===== config.mk =====
export PLATFORM = sky130hd
export DESIGN_NAME = html_to_text_byte_filter
export DESIGN_NICKNAME = d
export VERILOG_FILES = /design/src/sv/htt_pkg.sv /design/src/sv/htt_ctrl.sv /design/src/sv/htt_dp.sv /design/src/sv/html_to_text_byte_filter.sv
export VERILOG_INCLUDE_DIRS = /design/src /design/src/sv
export SDC_FILE = /design/constraint.sdc
export NUM_CORES = 1
export LEC_CHECK = 0
export BUFFER_PORTS_ARGS = -buffer_cell sky130_fd_sc_hd__buf_2
export CAP_MARGIN = 20
export CORE_MARGIN = 1.5
export CORE_UTILIZATION = 30
export CTS_CLUSTER_DIAMETER = 60
export DETAILED_ROUTE_END_ITERATION = 12
export SLEW_MARGIN = 20
export SYNTH_ARGS = -nofsm -noshare
export SYNTH_HDL_FRONTEND = slang
export SYNTH_SLANG_ARGS = --single-unit

===== constraint.sdc =====
create_clock -name i_clk -period 6 [get_ports i_clk]
set_clock_uncertainty 0.15 [all_clocks]
set_input_delay 1.2 -clock i_clk [delete_from_list [all_inputs] [get_ports i_clk]]
set_output_delay 1.2 -clock i_clk [all_outputs]
set_load 0.005 [all_outputs]

===== src/sv/html_to_text_byte_filter_assert.svh =====
// ----------------------------------------------------------------------------
// html_to_text_byte_filter assertion macros
// Shared concurrent assertion forms, clocked on i_clk, off while in reset.
// ----------------------------------------------------------------------------
`ifndef HTML_TO_TEXT_BYTE_FILTER_ASSERT_SVH
`define HTML_TO_TEXT_BYTE_FILTER_ASSERT_SVH

// same-cycle implication
`define HTT_ASSERT_IMP(lbl, ante, cons, msg) \
    lbl: assert property (@(posedge i_clk) disable iff (!i_rst_n) (ante) |-> (cons)) \
        else $error(msg);

// next-cycle implication
`define HTT_ASSERT_NXT(lbl, ante, cons, msg) \
    lbl: assert property (@(posedge i_clk) disable iff (!i_rst_n) (ante) |=> (cons)) \
        else $error(msg);

`endif


===== src/sv/htt_pkg.sv =====
// ----------------------------------------------------------------------------
// htt_pkg
// Payload types, controller/datapath interface types and default sizes for
// the markup-to-text byte filter.
// ----------------------------------------------------------------------------
package htt_pkg;

    localparam int TAG_MAX_DEF    = 15;
    localparam int ENTITY_MAX_DEF = 9;

    typedef struct packed {
        logic [7:0] in_byte;
        logic       doc_start;
    } t_in_item;

    typedef struct packed {
        logic [7:0] out_byte;
        logic       last_of_run;
    } t_out_item;

    typedef struct packed {
        logic accept;
        logic flush_emit;
        logic tail_emit;
    } t_dp_cmd;

    typedef struct packed {
        logic out_free;
        logic start_flush;
        logic start_tail;
        logic flush_last;
        logic tail_pending;
    } t_dp_status;

endpackage


===== src/sv/htt_ctrl.sv =====
// ----------------------------------------------------------------------------
// htt_ctrl
// Sequencer: accepts one input transaction, then steps the datapath through
// the entity flush bytes and the trailing text byte when a run has several.
// ----------------------------------------------------------------------------
`include "html_to_text_byte_filter_assert.svh"

module htt_ctrl (
    input  logic                i_clk,
    input  logic                i_rst_n,
    input  logic                i_in_valid,
    input  htt_pkg::t_dp_status i_status,
    output htt_pkg::t_dp_cmd    o_cmd,
    output logic                o_in_stall
);

    typedef enum logic [1:0] {
        S_IDLE,
        S_FLUSH,
        S_TAIL
    } t_state;

    t_state r_state;
    t_state n_state;
    logic [2:0] cmd_vec;

    always_comb begin
        n_state = r_state;
        o_cmd   = '0;
        unique case (r_state)
            S_IDLE: begin
                o_cmd.accept = i_in_valid && i_status.out_free;
                if (o_cmd.accept) begin
                    if (i_status.start_flush) begin
                        n_state = S_FLUSH;
                    end else if (i_status.start_tail) begin
                        n_state = S_TAIL;
                    end
                end
            end
            S_FLUSH: begin
                o_cmd.flush_emit = i_status.out_free;
                if (i_status.out_free && i_status.flush_last) begin
                    n_state = i_status.tail_pending ? S_TAIL : S_IDLE;
                end
            end
            S_TAIL: begin
                o_cmd.tail_emit = i_status.out_free;
                if (i_status.out_free) begin
                    n_state = S_IDLE;
                end
            end
            default: n_state = S_IDLE;
        endcase
    end

    assign o_in_stall = !((r_state == S_IDLE) && i_status.out_free);
    assign cmd_vec    = {o_cmd.accept, o_cmd.flush_emit, o_cmd.tail_emit};

    always_ff @(posedge i_clk) begin
        if (!i_rst_n) begin
            r_state <= S_IDLE;
        end else begin
            r_state <= n_state;
        end
    end

    `HTT_ASSERT_IMP(a_cmd_onehot, 1'b1, $onehot0(cmd_vec), "more than one datapath command")
    `HTT_ASSERT_IMP(a_tail_known, r_state == S_TAIL, i_status.tail_pending,
                    "tail state without a pending tail byte")

endmodule


===== src/sv/htt_dp.sv =====
// ----------------------------------------------------------------------------
// htt_dp
// Filter datapath: tag, entity and whitespace state, tag and entity letter
// buffers, incremental numeric entity value, flush counter and output register.
// ----------------------------------------------------------------------------
`include "html_to_text_byte_filter_assert.svh"

module htt_dp #(
    parameter int TAG_MAX    = htt_pkg::TAG_MAX_DEF,
    parameter int ENTITY_MAX = htt_pkg::ENTITY_MAX_DEF
) (
    input  logic                i_clk,
    input  logic                i_rst_n,
    input  logic                i_cfg_wr_en,
    input  logic                i_cfg_wr_data,
    input  htt_pkg::t_in_item   i_in_item,
    input  logic                i_out_stall,
    input  htt_pkg::t_dp_cmd    i_cmd,
    output htt_pkg::t_dp_status o_status,
    output logic                o_out_valid,
    output htt_pkg::t_out_item  o_out_item
);

    localparam int TIW = (TAG_MAX > 1) ? $clog2(TAG_MAX) : 1;
    localparam int TCW = $clog2(TAG_MAX + 1);
    localparam int EIW = (ENTITY_MAX > 1) ? $clog2(ENTITY_MAX) : 1;
    localparam int ECW = $clog2(ENTITY_MAX + 1);

    localparam logic [7:0] CH_LT    = 8'h3C;
    localparam logic [7:0] CH_GT    = 8'h3E;
    localparam logic [7:0] CH_AMP   = 8'h26;
    localparam logic [7:0] CH_SEMI  = 8'h3B;
    localparam logic [7:0] CH_SLASH = 8'h2F;
    localparam logic [7:0] CH_HASH  = 8'h23;
    localparam logic [7:0] CH_SP    = 8'h20;
    localparam logic [7:0] CH_LF    = 8'h0A;
    localparam logic [7:0] CH_CR    = 8'h0D;
    localparam logic [7:0] CH_TAB   = 8'h09;
    localparam logic [7:0] CH_QMARK = 8'h3F;
    localparam logic [7:0] CH_QUOT  = 8'h22;
    localparam logic [7:0] CH_APOS  = 8'h27;

    function automatic logic [8:0] text_out(input logic [7:0] c, input logic [7:0] prev);
        logic [8:0] res;
        res = {1'b1, c};
        if (c == CH_CR || c == CH_LF || c == CH_TAB || c == CH_SP) begin
            res = {(prev != CH_SP && prev != CH_LF && prev != CH_CR), CH_SP};
        end else if (c == CH_LT || c == CH_AMP) begin
            res = {1'b0, c};
        end
        return res;
    endfunction

    function automatic logic [4:0] digit_of(input logic [7:0] c, input logic hex);
        logic [4:0] res;
        res = '0;
        if (c >= "0" && c <= "9") begin
            res = {1'b1, c[3:0]};
        end else if (hex && c >= "a" && c <= "f") begin
            res = {1'b1, 4'(c - 8'h57)};
        end else if (hex && c >= "A" && c <= "F") begin
            res = {1'b1, 4'(c - 8'h37)};
        end
        return res;
    endfunction

    // configuration and control state
    logic           r_mode;
    logic           r_in_tag, n_in_tag;
    logic           r_in_ent, n_in_ent;
    logic           r_skip, n_skip;
    logic           r_closing, n_closing;
    logic [TCW-1:0] r_tag_cnt, n_tag_cnt;
    logic [ECW-1:0] r_ent_cnt, n_ent_cnt;
    logic [7:0]     r_prev, n_prev;
    logic           r_out_valid;

    // payload state
    logic [7:0]     r_tag [TAG_MAX];
    logic [7:0]     r_ent [ENTITY_MAX];
    logic [7:0]     r_ent_last;
    logic           r_is_hash, n_is_hash;
    logic           r_hex, n_hex;
    logic           r_run, n_run;
    logic [8:0]     r_num, n_num;
    logic [ECW-1:0] r_flush_len;
    logic [EIW-1:0] r_idx;
    logic           r_tail_vld;
    logic [7:0]     r_tail_byte;
    htt_pkg::t_out_item r_out_item;

    // effective state after an optional document start
    logic           doc;
    logic [7:0]     c;
    logic           eff_in_tag, eff_in_ent, eff_skip, eff_closing;
    logic [TCW-1:0] eff_tag_cnt;
    logic [ECW-1:0] eff_ent_cnt;
    logic [7:0]     eff_prev;

    logic [47:0]    tag_head;
    logic [31:0]    ent_head;
    logic           tag_skip_name, tag_nl;
    logic           tag_char, ent_keep;
    logic [7:0]     lc;
    logic [4:0]     dig;
    logic [12:0]    scaled, sum;
    logic [8:0]     txt, tail_txt;
    logic [7:0]     flush_prev;

    logic           first_vld;
    logic [7:0]     first_byte;
    logic [ECW-1:0] flush_n;
    logic           tail_vld;
    logic [7:0]     tail_byte;
    logic           ent_wr, tag_wr;
    logic           out_free, out_load;
    htt_pkg::t_out_item out_next;

    assign c   = i_in_item.in_byte;
    assign doc = i_in_item.doc_start;

    assign eff_in_tag  = doc ? 1'b0 : r_in_tag;
    assign eff_in_ent  = doc ? 1'b0 : r_in_ent;
    assign eff_skip    = doc ? 1'b0 : r_skip;
    assign eff_closing = doc ? 1'b0 : r_closing;
    assign eff_tag_cnt = doc ? '0 : r_tag_cnt;
    assign eff_ent_cnt = doc ? '0 : r_ent_cnt;
    assign eff_prev    = doc ? 8'h00 : r_prev;

    assign tag_head = {r_tag[0], r_tag[1], r_tag[2], r_tag[3], r_tag[4], r_tag[5]};
    assign ent_head = {r_ent[0], r_ent[1], r_ent[2], r_ent[3]};

    assign tag_skip_name = (eff_tag_cnt == TCW'(6) && tag_head == "script")
                        || (eff_tag_cnt == TCW'(5) && tag_head[47:8] == "style");
    assign tag_nl = (eff_tag_cnt == TCW'(2) && tag_head[47:32] == "br")
                 || (eff_tag_cnt == TCW'(1) && tag_head[47:40] == "p")
                 || (eff_tag_cnt == TCW'(3) && tag_head[47:24] == "div")
                 || (eff_tag_cnt == TCW'(2) && tag_head[47:32] == "li")
                 || (eff_tag_cnt == TCW'(2) && tag_head[47:32] == "tr")
                 || (eff_tag_cnt == TCW'(2) && tag_head[47:40] == "h"
                     && tag_head[39:32] >= "1" && tag_head[39:32] <= "6");

    assign tag_char = (c >= "A" && c <= "Z") || (c >= "a" && c <= "z")
                   || (c >= "0" && c <= "9") || c == CH_SLASH;
    assign lc       = (c >= "A" && c <= "Z") ? (c + 8'h20) : c;
    assign ent_keep = (eff_ent_cnt < ECW'(ENTITY_MAX)) && (c >= CH_SP) && (c != CH_LT);

    assign txt        = text_out(c, eff_prev);
    assign flush_prev = (eff_ent_cnt != '0) ? r_ent_last : CH_AMP;
    assign tail_txt   = text_out(c, flush_prev);

    always_comb begin
        n_in_tag   = eff_in_tag;
        n_in_ent   = eff_in_ent;
        n_skip     = eff_skip;
        n_closing  = eff_closing;
        n_tag_cnt  = eff_tag_cnt;
        n_ent_cnt  = eff_ent_cnt;
        first_vld  = 1'b0;
        first_byte = c;
        flush_n    = '0;
        tail_vld   = 1'b0;
        tail_byte  = tail_txt[7:0];
        ent_wr     = 1'b0;
        tag_wr     = 1'b0;
        if (!r_mode) begin
            first_vld = 1'b1;
        end else if (eff_in_ent) begin
            if (c == CH_SEMI) begin
                first_vld = 1'b1;
                n_in_ent  = 1'b0;
                n_ent_cnt = '0;
                if (eff_ent_cnt == ECW'(3) && ent_head[31:8] == "amp") begin
                    first_byte = CH_AMP;
                end else if (eff_ent_cnt == ECW'(2) && ent_head[31:16] == "lt") begin
                    first_byte = CH_LT;
                end else if (eff_ent_cnt == ECW'(2) && ent_head[31:16] == "gt") begin
                    first_byte = CH_GT;
                end else if (eff_ent_cnt == ECW'(4) && ent_head == "quot") begin
                    first_byte = CH_QUOT;
                end else if (eff_ent_cnt == ECW'(4) && ent_head == "apos") begin
                    first_byte = CH_APOS;
                end else if (eff_ent_cnt == ECW'(4) && ent_head == "nbsp") begin
                    first_byte = CH_SP;
                end else if (eff_ent_cnt != '0 && r_is_hash) begin
                    first_byte = (r_num != 9'd0 && r_num < 9'h080) ? r_num[7:0] : CH_QMARK;
                end else begin
                    first_byte = CH_AMP;
                    flush_n    = eff_ent_cnt;
                end
            end else if (ent_keep) begin
                ent_wr    = 1'b1;
                n_ent_cnt = eff_ent_cnt + ECW'(1);
            end else begin
                first_vld  = 1'b1;
                first_byte = CH_AMP;
                flush_n    = eff_ent_cnt;
                n_in_ent   = 1'b0;
                n_ent_cnt  = '0;
                if (c == CH_AMP) begin
                    n_in_ent = 1'b1;
                end else if (c == CH_LT) begin
                    n_in_tag  = 1'b1;
                    n_tag_cnt = '0;
                    n_closing = 1'b0;
                end else begin
                    tail_vld = tail_txt[8];
                end
            end
        end else if (eff_in_tag) begin
            if (c == CH_GT) begin
                if (!eff_closing && tag_skip_name) begin
                    n_skip = 1'b1;
                end else if (eff_closing && eff_skip && tag_skip_name) begin
                    n_skip = 1'b0;
                end
                if (!n_skip && tag_nl && eff_prev != CH_LF) begin
                    first_vld  = 1'b1;
                    first_byte = CH_LF;
                end
                n_in_tag  = 1'b0;
                n_tag_cnt = '0;
                n_closing = 1'b0;
            end else if (eff_tag_cnt == '0 && c == CH_SLASH) begin
                n_closing = 1'b1;
            end else if (tag_char && eff_tag_cnt < TCW'(TAG_MAX)) begin
                tag_wr    = 1'b1;
                n_tag_cnt = eff_tag_cnt + TCW'(1);
            end
        end else if (eff_skip) begin
            if (c == CH_LT) begin
                n_in_tag  = 1'b1;
                n_tag_cnt = '0;
                n_closing = 1'b0;
            end
        end else begin
            first_vld = txt[8];
            if (c == CH_LT) begin
                n_in_tag  = 1'b1;
                n_tag_cnt = '0;
                n_closing = 1'b0;
            end else if (c == CH_AMP) begin
                n_in_ent  = 1'b1;
                n_ent_cnt = '0;
            end else begin
                first_byte = txt[7:0];
            end
        end
    end

    always_comb begin
        n_prev = eff_prev;
        if (r_mode) begin
            if (tail_vld) begin
                n_prev = tail_byte;
            end else if (flush_n != '0) begin
                n_prev = r_ent_last;
            end else if (first_vld) begin
                n_prev = first_byte;
            end
        end
    end

    // numeric entity value, one digit per stored letter
    assign dig    = digit_of(c, r_hex);
    assign scaled = r_hex ? {r_num, 4'b0000}
                          : ({1'b0, r_num, 3'b000} + {3'b000, r_num, 1'b0});
    assign sum    = scaled + 13'(dig[3:0]);

    always_comb begin
        n_is_hash = r_is_hash;
        n_hex     = r_hex;
        n_run     = r_run;
        n_num     = r_num;
        if (eff_ent_cnt == '0) begin
            n_is_hash = (c == CH_HASH);
            n_hex     = 1'b0;
            n_run     = 1'b1;
            n_num     = '0;
        end else if (eff_ent_cnt == ECW'(1) && (c == "x" || c == "X")) begin
            n_hex = 1'b1;
        end else if (r_run && dig[4]) begin
            n_num = (sum > 13'd255) ? 9'h100 : sum[8:0];
        end else begin
            n_run = 1'b0;
        end
    end

    assign out_free = !r_out_valid || !i_out_stall;
    assign out_load = (i_cmd.accept && first_vld) || i_cmd.flush_emit || i_cmd.tail_emit;

    always_comb begin
        out_next.out_byte    = first_byte;
        out_next.last_of_run = (flush_n == '0) && !tail_vld;
        if (i_cmd.flush_emit) begin
            out_next.out_byte    = r_ent[r_idx];
            out_next.last_of_run = o_status.flush_last && !r_tail_vld;
        end else if (i_cmd.tail_emit) begin
            out_next.out_byte    = r_tail_byte;
            out_next.last_of_run = 1'b1;
        end
    end

    assign o_status.out_free     = out_free;
    assign o_status.start_flush  = (flush_n != '0);
    assign o_status.start_tail   = tail_vld;
    assign o_status.flush_last   = (ECW'(r_idx) == r_flush_len - ECW'(1));
    assign o_status.tail_pending = r_tail_vld;

    assign o_out_valid = r_out_valid;
    assign o_out_item  = r_out_item;

    always_ff @(posedge i_clk) begin
        if (!i_rst_n) begin
            r_mode      <= 1'b1;
            r_in_tag    <= 1'b0;
            r_in_ent    <= 1'b0;
            r_skip      <= 1'b0;
            r_closing   <= 1'b0;
            r_tag_cnt   <= '0;
            r_ent_cnt   <= '0;
            r_prev      <= 8'h00;
            r_out_valid <= 1'b0;
        end else begin
            if (i_cfg_wr_en) begin
                r_mode <= i_cfg_wr_data;
            end
            if (i_cmd.accept) begin
                r_in_tag  <= n_in_tag;
                r_in_ent  <= n_in_ent;
                r_skip    <= n_skip;
                r_closing <= n_closing;
                r_tag_cnt <= n_tag_cnt;
                r_ent_cnt <= n_ent_cnt;
                r_prev    <= n_prev;
            end
            if (out_load) begin
                r_out_valid <= 1'b1;
            end else if (!i_out_stall) begin
                r_out_valid <= 1'b0;
            end
        end
    end

    always_ff @(posedge i_clk) begin
        if (out_load) begin
            r_out_item <= out_next;
        end
        if (i_cmd.accept) begin
            r_flush_len <= flush_n;
            r_idx       <= '0;
            r_tail_vld  <= tail_vld;
            r_tail_byte <= tail_byte;
        end else if (i_cmd.flush_emit) begin
            r_idx <= r_idx + EIW'(1);
        end
        if (i_cmd.accept && ent_wr) begin
            r_ent[eff_ent_cnt[EIW-1:0]] <= c;
            r_ent_last                  <= c;
            r_is_hash                   <= n_is_hash;
            r_hex                       <= n_hex;
            r_run                       <= n_run;
            r_num                       <= n_num;
        end
        if (i_cmd.accept && tag_wr) begin
            r_tag[eff_tag_cnt[TIW-1:0]] <= lc;
        end
    end

    `HTT_ASSERT_IMP(a_load_free, out_load, out_free, "output register overwritten while held")
    `HTT_ASSERT_IMP(a_flush_range, i_cmd.flush_emit, ECW'(r_idx) < r_flush_len,
                    "flush index beyond stored entity letters")

endmodule


===== src/sv/html_to_text_byte_filter.sv =====
// A result byte is registered in the output register when its input is accepted.
// One input per cycle when it gives at most one result byte and the output is not stalled.
// An entity flush of n stored letters emits '&', the n letters and any trailing text byte
// in turn through the single output register that all result bytes pass through.
// Reset (synchronous, active low) clears the control state and sets markup_mode to 1.
// ----------------------------------------------------------------------------
// html_to_text_byte_filter
// Markup-to-text byte filter: tags dropped, entities decoded, whitespace
// collapsed, script/style text skipped; copy mode passes bytes unchanged.
// ----------------------------------------------------------------------------
module html_to_text_byte_filter #(
    parameter int TAG_MAX    = htt_pkg::TAG_MAX_DEF,
    parameter int ENTITY_MAX = htt_pkg::ENTITY_MAX_DEF
) (
    input  logic               i_clk,
    input  logic               i_rst_n,
    input  logic               i_cfg_wr_en,
    input  logic               i_cfg_wr_data,
    input  logic               i_in_valid,
    output logic               o_in_stall,
    input  htt_pkg::t_in_item  i_in_item,
    output logic               o_out_valid,
    input  logic               i_out_stall,
    output htt_pkg::t_out_item o_out_item
);

    htt_pkg::t_dp_cmd    cmd;
    htt_pkg::t_dp_status status;

    htt_ctrl u_ctrl (
        .i_clk      (i_clk),
        .i_rst_n    (i_rst_n),
        .i_in_valid (i_in_valid),
        .i_status   (status),
        .o_cmd      (cmd),
        .o_in_stall (o_in_stall)
    );

    htt_dp #(
        .TAG_MAX    (TAG_MAX),
        .ENTITY_MAX (ENTITY_MAX)
    ) u_dp (
        .i_clk         (i_clk),
        .i_rst_n       (i_rst_n),
        .i_cfg_wr_en   (i_cfg_wr_en),
        .i_cfg_wr_data (i_cfg_wr_data),
        .i_in_item     (i_in_item),
        .i_out_stall   (i_out_stall),
        .i_cmd         (cmd),
        .o_status      (status),
        .o_out_valid   (o_out_valid),
        .o_out_item    (o_out_item)
    );

endmodule


Word level (Yosys, flattened, before mapping)
Memory sizes are Yosys's and may differ from the RTL's. A register that Yosys moved wholly into a read port is not among the register bits.
Cells that the tools add are included.
{ "word_totals": {"reg_bits": 70, "ram_bits": 192, "in_bits": 15, "out_inout_bits": 11, "wordCells": 338, "n_memories": 2} }
{ "op_classes": {"addsub": 9, "order_cmp": 15, "eq_ne": 52, "n_mux": 153, "n_reduce_logical": 86} }
{ "memory_table": {"columns": ["name", "depth", "word_bits", "read_ports", "rd_ports_with_merged_regs", "write_ports", "line_no", "text"], "rows": [
  ["u_dp.r_tag", 15, 8, 6, 0, 1, "htt_dp.sv:79", "logic [7:0] r_tag [TAG_MAX];"],
  ["u_dp.r_ent", 9, 8, 5, 1, 1, "htt_dp.sv:80", "logic [7:0] r_ent [ENTITY_MAX];"]
]} }
{ "op_table": {"columns": ["operator", "n"], "rows": [
  ["2-to-1 mux 8 bit", 25],
  ["2-to-1 mux 4 bit", 33],
  ["== test 32 x 31 -> 1 bit (second input constant)", 3],
  ["== test 16 x 15 -> 1 bit (second input constant)", 5],
  ["2-to-1 mux 1 bit", 76],
  ["2-to-1 mux 9 bit", 8],
  ["== test 8 x 6 -> 1 bit (second input constant)", 7],
  ["== test 24 x 23 -> 1 bit (second input constant)", 2],
  ["== test 48 x 47 -> 1 bit (second input constant)", 1],
  ["logical AND 1 bit", 48],
  ["== test 40 x 39 -> 1 bit (second input constant)", 1],
  ["== test 8 x 7 -> 1 bit (second input constant)", 4],
  ["less-or-equal comparator 8 x 7 -> 1 bit (second input constant)", 4],
  ["inequality test 8 x 4 -> 1 bit (second input constant)", 4],
  ["== test 8 x 4 -> 1 bit (second input constant)", 3],
  ["greater-or-equal comparator 8 x 6 -> 1 bit (second input constant)", 3],
  ["inequality test 8 x 6 -> 1 bit (second input constant)", 3],
  ["logical OR 1 bit", 17],
  ["== test 4 x 2 -> 1 bit (second input constant)", 4],
  ["greater-or-equal comparator 8 x 7 -> 1 bit (second input constant)", 2],
  ["less-or-equal comparator 8 x 6 -> 1 bit (second input constant)", 2],
  ["2-to-1 mux 5 bit", 3],
  ["adder 12 x 10 -> 13 bit", 1],
  ["adder 13 x 4 -> 13 bit", 1],
  ["other kinds (26)", 55]
]} }

Longest topological paths before layout
Gate-level depths: netlist (run 1).
{ "depth": {"ltp_word": 23, "depth_mapped": 18, "ltp_nobuf": 17} }

Modules after synthesis
From an unflattened synthesis (run 1), not the netlist that was laid out.
{ "hier_totals": {"cells_unflattened": 997, "area_unflattened_um2": 11632.4} }
{ "by_module_without_submodules": {"columns": ["mod", "instances", "cells_per_inst", "area_each_um2"], "rows": [
  ["htt_dp", 1, 983, 11501.0],
  ["htt_ctrl", 1, 14, 131.4]
]} }

Worst setup path after synthesis (run 1)
No wires, ideal clock.
{ "synth_timing": {"kind": "input to register", "start": "input i_in_item[2] (netlist bit)", "end": "register u_dp.r_num[0], data pin", "arrival_ns": 4.799, "setup_slack_ns": 0.907, "path_stages": 17, "n_path_buf": 1, "path_cell_list": "clkbuf_1 > inv_1 > ha_1 > or4b_1 > nand4_1 > a41oi_1 > nor2b_1 > o21ai_0 > o21ai_0 > fa_1 > a21oi_1 > nor3_1 > or2_2 > a2111oi_0 > a31o_2 > nand4_1 > nor2_1"} }
{ "synth_between": {"elab_chain_len": 11, "word_cells_on_any_way": 21, "classes_between": "3 x add/sub; 7 x order compare; 6 x mux; 5 x reduce/logical"} }
{ "synth_lines": {"columns": ["element", "line_no", "text"], "rows": [
  ["start, declared", "html_to_text_byte_filter.sv:21", "input htt_pkg::t_in_item i_in_item,"],
  ["greater-or-equal comparator 8 x 7 -> 1 bit", "htt_dp.sv:61", "end else if (hex && c >= \"A\" && c <= \"F\") begin"],
  ["logical AND 1 bit (2 in a row)", "htt_dp.sv:61", null],
  ["2-to-1 mux 5 bit", "htt_dp.sv:61", null],
  ["2-to-1 mux 5 bit", "htt_dp.sv:59", "end else if (hex && c >= \"a\" && c <= \"f\") begin"],
  ["2-to-1 mux 5 bit *", "htt_dp.sv:57", "if (c >= \"0\" && c <= \"9\") begin"],
  ["adder 13 x 4 -> 13 bit *", "htt_dp.sv:268", "assign sum = scaled + 13'(dig[3:0]);"],
  ["greater-than comparator 13 x 8 -> 1 bit", "htt_dp.sv:283", "n_num = (sum > 13'd255) ? 9'h100 : sum[8:0];"],
  ["2-to-1 mux 9 bit *", "htt_dp.sv:283", null],
  ["2-to-1 mux 9 bit *", "htt_dp.sv:282", "end else if (r_run && dig[4]) begin"],
  ["2-to-1 mux 9 bit *", "htt_dp.sv:280", "end else if (eff_ent_cnt == ECW'(1) && (c == \"x\" || c == \"X\")) begin"],
  ["end signal, assigned", "htt_dp.sv:363", "r_num <= n_num;"],
  ["end, declared", "htt_dp.sv:85", "logic [8:0] r_num, n_num;"]
]} }
Every way passes the cells marked *; elsewhere a longest branch is shown, timed or not. The select of a mux whose other input is x is not followed.
A chain may end at the register's enable or synchronous reset.

Worst setup path after layout (run 1)
{ "layout_timing": {"start": "input i_in_item[1] (netlist bit)", "end": "register u_dp.r_num[4], data pin"} }
Same word-level chain as after synthesis.

==> reports/qor.yml, run 1 <==
timing:
  tightestPinTransition_ns: 0.906
  slew_headroom_pct: 39.3
  setup_violations: 0
  slew_viol_final: 0
  rsz0062_at_grt: "no"
  fmax_mhz: 201
  finalSetupTns_ns: 0
  post-route-min-period_ns: 4.98
  hold_viol_final: 0
  fin_crit_sh_pct: 83.0
  worst_hold_slack_ns: 0.322
global_routing:
  antenna_found_initial: 0
  grt_pass1_wl_mm: 46.8
  grt_overflow_total: 0
  grt_start_max_net_pins: 35
  grt_use_total_pct: 15.6
  grt_pass1_vias: 7938
logic_synthesis:
  ys_types: 96
  async_reset_ff_share_pct: 0
  yosys_warnings: 0
  synth.area.top_cells: "edfxtp_1, dfxtp_1, mux4_2"
  yosys.area.top_type_share_pct: 49.6
  synth_edf_count: 186
  yosysSeqAreaShare_pct: 55.3
  synthFlopType: "edfxtp_1"
  syn_inst: 940
  syn_nets: 986
  syn_area_um2: 11300
  yosysTopAreaCell: "edfxtp_1"
  ys_ff_latch: 218
  avgSynthCellArea_um2: 12.0
cts:
  cts_made_buffers: 25
  postCtsHoldBufs: 0
  root_buffer: "clkbuf_16"
  post-cts-setup-buffers: 0
  cts.sinks: 218
  cts_tree: "built"
  cts_htree_levels: 1
  clkTransAtPathRegs_ns: 0.07
  clock_latency_ns: 0.54
  clock_path_buffers: 3
  cts_resized: 0
drt:
  postRouteAntennaNets: 0
  vias: 8095
  dr.pass1.iters: 5
  wl_met2_mm: 13.8
  via_per_inst: 5.56
  routed_wl_mm: 30.2
  wl_met1_mm: 13.9
  post_drt_wl_per_cell_um: 20.7
  maxUsedRoutingLayer: "met4"
  met3WireLength_mm: 2.05
  drc_errors: 0
  drtIter0Drc: 815
floorplan:
  core.rowCount: 70
  die_area_um2: 38700
  start_util_pct: 30.6
  die-width_um: 197
  pin_count: 26
  fp.coreArea_um2: 36800
  die_h_um: 197
finish:
  n_antenna_cell: 0
  finalNetCount: 1020
  fill_cells: 3601
  drive_above_1_share_pct: 13.3
  synthToLayoutAreaGrowth_pct: 12.8
placement:
  io_buffers: 25
  hpwl_mm: 21.3
  gp_congestion: 0.917
critical_path:
  required_ns: 6.23
  start_kind: "input pin"
  path_max_fanout: 8
  startpoint: "i_in_item[1]"
  worst-setup-path-type: "input pin to flop"
  arrival_ns: 5.21
  critPathCaptureType: "flop"
  rr_startpoint: "u_dp.r_ent_cnt[0]"
power_and_ir_drop:
  p_leak_nw: 4.31
  power_density_nw_per_um2: 258
  p_sw_mw: 0.777
  power_mw: 3.28
  switching_share_pct: 23.7
  peakVddDrop_uv: 199
  p_int_mw: 2.50
  combPwrFrac_pct: 6.2
  pwr-share-clk_pct: 42.6
  seqPwrFrac_pct: 51.2
hold_path:
  min_from: "u_dp.r_tag_cnt[1]"
  hp-class: "flop to flop"
status:
  outcome: "completed"
run:
  cap_violations: 0
## sequential cells by signal, summed over array words and instances (netlist names), 8 cells and up, named ones only
register / flops
u_dp.r_ent_last: 8
u_dp.r_num: 9
u_dp.r_ent: 96
u_dp.r_prev: 8
u_dp.r_tail_byte: 8
u_dp.o_out_item: 9
u_dp.r_tag: 48
## worst max-delay path, cell delays in order
cell,delay (ns)
buf_2,0.17
inv_1,0.22
ha_1,0.22
or4b_1,0.50
nand4_1,0.12
a41oi_1,0.11
nor2b_1,0.22
o21ai_0,0.13
o21ai_0,0.18
fa_1,0.50
a21oi_1,0.20
nor3_1,0.09
or2_2,0.28
a2111oi_0,0.40
a31o_2,0.18
nand4_1,0.28
nor2_1,0.20
## power by group through the flow
stage	Sequential (mW)	Clock [mW]	Combinational [mW]
global placement	1.71	0	0.199
floorplan	1.71	0	0.116
CTS	1.68	1.42	0.201
global route	1.68	1.48	0.219
detailed placement	1.71	0	0.200
finish	1.68	1.40	0.203
## synth_stat cells, types with 5 or more instances
library cell	number
edfxtp_1	186
a21o_1	10
and4b_1	5
nor2_1	73
o211ai_1	9
nand3b_1	7
nand4_1	21
nand3_1	31
nor3b_1	9
nor2b_1	22
dfxtp_1	32
nor3_1	27
a22o_1	5
nor4b_1	6
mux4_2	24
nor4_1	9
mux2i_1	14
nand2b_1	11
buf_1	7
inv_1	25
a31oi_1	13
o22ai_1	8
or2_2	5
nor4bb_1	5
and3b_1	9
a211oi_1	9
xnor2_1	12
and2_1	17
a21oi_1	41
xor2_1	8
ha_1	29
nand2_1	61
and3_1	21
clkbuf_1	23
o21ai_0	37
## logic make-up after synthesis
family                     synth area share, %
DFF                                       55.3
buffers and inverters                     2.11
xor gates and xnor gates                  1.56
adders and majority gates                 3.58
and+or+nand+nor                           18.6
muxes                                     6.15
AOI/OAI and AO/OA                         12.7
## path summary, 6_finish.rpt
check                       endpoint  slack, ns  cells past startpoint
setup / recovery       u_dp.r_num[4]       1.02                     17
hold / removal     u_dp.r_tag_cnt[1]       0.32                      2
setup reg to reg  u_dp.o_out_item[6]       1.94                     11
hold reg to reg    u_dp.r_tag_cnt[1]       0.32                      2
## through the flow
| step | std cells | util, % | area, um2 | setup WS [ns] |
|---|---|---|---|---|
| CTS | 1457 | 34.5 | 12700 | 1.03 |
| detailed placement | 1415 | 32.5 | 12000 | 0.493 |
| finish | 1457 | 34.5 | 12700 | 1.02 |
| global placement | 1415 | 32.5 | 12000 | 0.593 |
| global route | 1457 | 34.5 | 12700 | 0.666 |
| floorplan | 940 | - | 11300 | 0.907 |
## placed cells by master (no fill, tap or decap), types with 10 or more instances in the layout
cell type	synthesis	final
a21o_1	10	10
a21oi_1	41	41
a31oi_1	13	13
and2_1	17	17
and3_1	21	21
buf_2	4	25
buf_4	0	16
clkbuf_16	0	25
dfxtp_1	32	32
edfxtp_1	186	186
ha_1	29	29
inv_1	25	25
mux2i_1	14	14
mux4_2	24	24
nand2_1	61	61
nand2b_1	11	11
nand3_1	31	31
nand4_1	21	21
nor2_1	73	73
nor2b_1	22	22
nor3_1	27	27
o21ai_0	37	37
xnor2_1	12	12
## cell type report
cell class | instances | area, um2 | share of cell area (%)
Sequential cell | 218 | 6230 | 49.0
Clock buffer | 28 | 637 | 5.01
Clock inverter | 14 | 108 | 0.847
Multi-Input combinational cell | 660 | 4790 | 37.7
Timing Repair Buffer | 41 | 245 | 1.93
Inverter | 28 | 105 | 0.828
Tap cell | 468 | 586 | 4.61
## routing by layer
layer  track usage, %  vias to the layer above
li1                 -                     3738
met4             3.51                        0
met2             24.9                      302
met3             2.64                       42
met1             22.4                     4013
met5                0                        -
(Power assumes the default switching activity.)
==> run 2: changes to the inputs <==
==> constraint.sdc (replaced) <==
create_clock -name i_clk -period 4.6 [get_ports i_clk]
set_clock_uncertainty 0.15 [all_clocks]
set_input_delay 0.92 -clock i_clk [delete_from_list [all_inputs] [get_ports i_clk]]
set_output_delay 0.92 -clock i_clk [all_outputs]
set_load 0.005 [all_outputs]
==> run 2 against run 1 <==
  * Flip-flop and latch count unchanged
  * Final cell count up 3.8%
  * Die area unchanged
  * Register-to-register slack worse by 1.1 ns
  * Non-clock buffer count up 46
  * Sequential power up 30%
  * Sequential share of layout area down 2.1 points
  * Clock-buffer cell count up 6
==> reports/qor.yml, run 2 (same netlist as run 1, synthesis figures left out) <==
status:
  outcome: "completed"
hold_path:
  hp-class: "flop to flop"
finish:
  layout_commonest_cell: "edfxtp_1"
  drive_above_1_share_pct: 18.3
  finalNetCount: 1070
  synthToLayoutAreaGrowth_pct: 17.9
  final_cells: 1513
  final_cell_mix: "edfxtp_1, nor2_1, buf_4"
  largest_reg_flops: 96
  fin_area_um2: 13300
  n_antenna_cell: 0
  postLayoutCoreUtil_pct: 36.1
drt:
  drtIter0Drc: 857
  vias: 8537
  post_drt_wl_per_cell_um: 21.8
  routed_wl_mm: 32.9
  drc_errors: 0
  via_per_inst: 5.64
  postRouteAntennaNets: 0
  dr.pass1.iters: 5
placement:
  dp_cells: 1461
  gp_congestion: 0.942
  dp_slack_ns: -0.0272
  placed_area_um2: 12300
  hpwl_mm: 23.7
  io_buffers: 25
critical_path:
  required_ns: 4.85
  crit_path_max_incr_delay_ns: 0.49
  path_max_fanout: 8
  arrival_ns: 4.34
  path_common_cell: "nand4_1"
  crit_family: "simple AND/OR/NAND/NOR gates"
  worst-setup-path-type: "input pin to flop"
  r2r_setup_slack_ns: 0.84
  path_buf_inv: 2
  slowest_stage: "or4b_1"
  start_kind: "input pin"
  crit_chain: "buf_2, ha_1, or4b_1, nand4_1, a41oi_1, nor2b_1, o21ai_0, o21ai_1, fa_2, a21oi_2, nor3_1, or2_2, a2111oi_1, a31o_2, nand4_1, buf_4, nor2_1"
  critPathCaptureType: "flop"
floorplan:
  pin_count: 26
  fp.coreArea_um2: 36800
  die_area_um2: 38700
  core.rowCount: 70
  die-width_um: 197
  start_util_pct: 30.6
  die_h_um: 197
cts:
  cts.sinks: 218
  postCtsHoldBufs: 0
  root_buffer: "clkbuf_16"
  clkTransAtPathRegs_ns: 0.05
  post-cts-setup-buffers: 0
  clock_path_buffers: 3
  clock_latency_ns: 0.54
  cts_tree: "built"
  cts_made_buffers: 29
  cts_htree_levels: 1
  cts_resized: 0
global_routing:
  grt_use_total_pct: 16.9
  grt_overflow_total: 0
  use_met1_pct: 24.3
  busiest_layer: "met2"
  grt_start_max_net_pins: 35
  grt_pass1_vias: 8197
  grt.met2_usage_pct: 25.8
  antenna_found_initial: 2
  use_met3_pct: 3.78
  grt_pass1_wl_mm: 49.9
timing:
  post-route-min-period_ns: 4.09
  slew_headroom_pct: 34.4
  fin_crit_sh_pct: 88.9
  finalSetupTns_ns: 0
  worst_hold_slack_ns: 0.320
  slew_viol_final: 0
  finalWorstSetupSlack_ns: 0.509
  hold_viol_final: 0
  tightestPinTransition_ns: 0.981
  rsz0062_at_grt: "no"
  setup_violations: 0
  fmax_mhz: 244
power_and_ir_drop:
  power_density_nw_per_um2: 357
  p_leak_nw: 4.63
  peakVddDrop_uv: 248
  power_mw: 4.73
run:
  cap_violations: 0
[run 2: cell count changes in the layout (fill, tap and decap cells not counted), moves of 2 or more]
cell and delta:
buf_4 +46, bufinv_16 +4, clkbuf_1 +2, clkbuf_16 +4
clkinv_1 -2, inv_6 +5, inv_8 -2
[run 2: cell type report]
| cell class | instances | area (um2) |
|---|---|---|
| Fill cell | 3553 | 23500 |
| Inverter | 28 | 105 |
| Sequential cell | 218 | 6230 |
| Clock buffer | 34 | 744 |
| Timing Repair Buffer | 87 | 591 |
| Multi-Input combinational cell | 660 | 4800 |
| Tap cell | 468 | 586 |
| Clock inverter | 18 | 216 |
[run 2: path summary, 6_finish.rpt]
| kind | from | endpoint | cells past startpoint |
|---|---|---|---|
| max | i_in_item[1] | u_dp.r_num[1] | 17 |
| min | u_dp.r_tag_cnt[1] | u_dp.r_tag_cnt[1] | 2 |
| max reg2reg | u_dp.r_ent_cnt[0] | u_dp.o_out_item[5] | 11 |
| min reg2reg | u_dp.r_tag_cnt[1] | u_dp.r_tag_cnt[1] | 2 |
[run 2: per-layer routing]
layer	part of all wire [%]	vias to the layer above	routed length, um
met1	44	4214	14600
li1	-	3851	-
met2	44	412	14700
met5	0.085	-	28
met3	8.9	56	2950
met4	2.1	4	696
[run 2: power by group]
part	switching, mW	leakage, nW	internal, mW
registers	0.0215	1.95	2.17
logic	0.188	2.23	0.100
clock network	0.865	0.460	1.39
[run 2: tightest hold or removal path, stage by stage (launching register included)]
cell and delay (ns):
dfxtp_1 0.30, nand2_1 0.05, o22ai_1 0.06
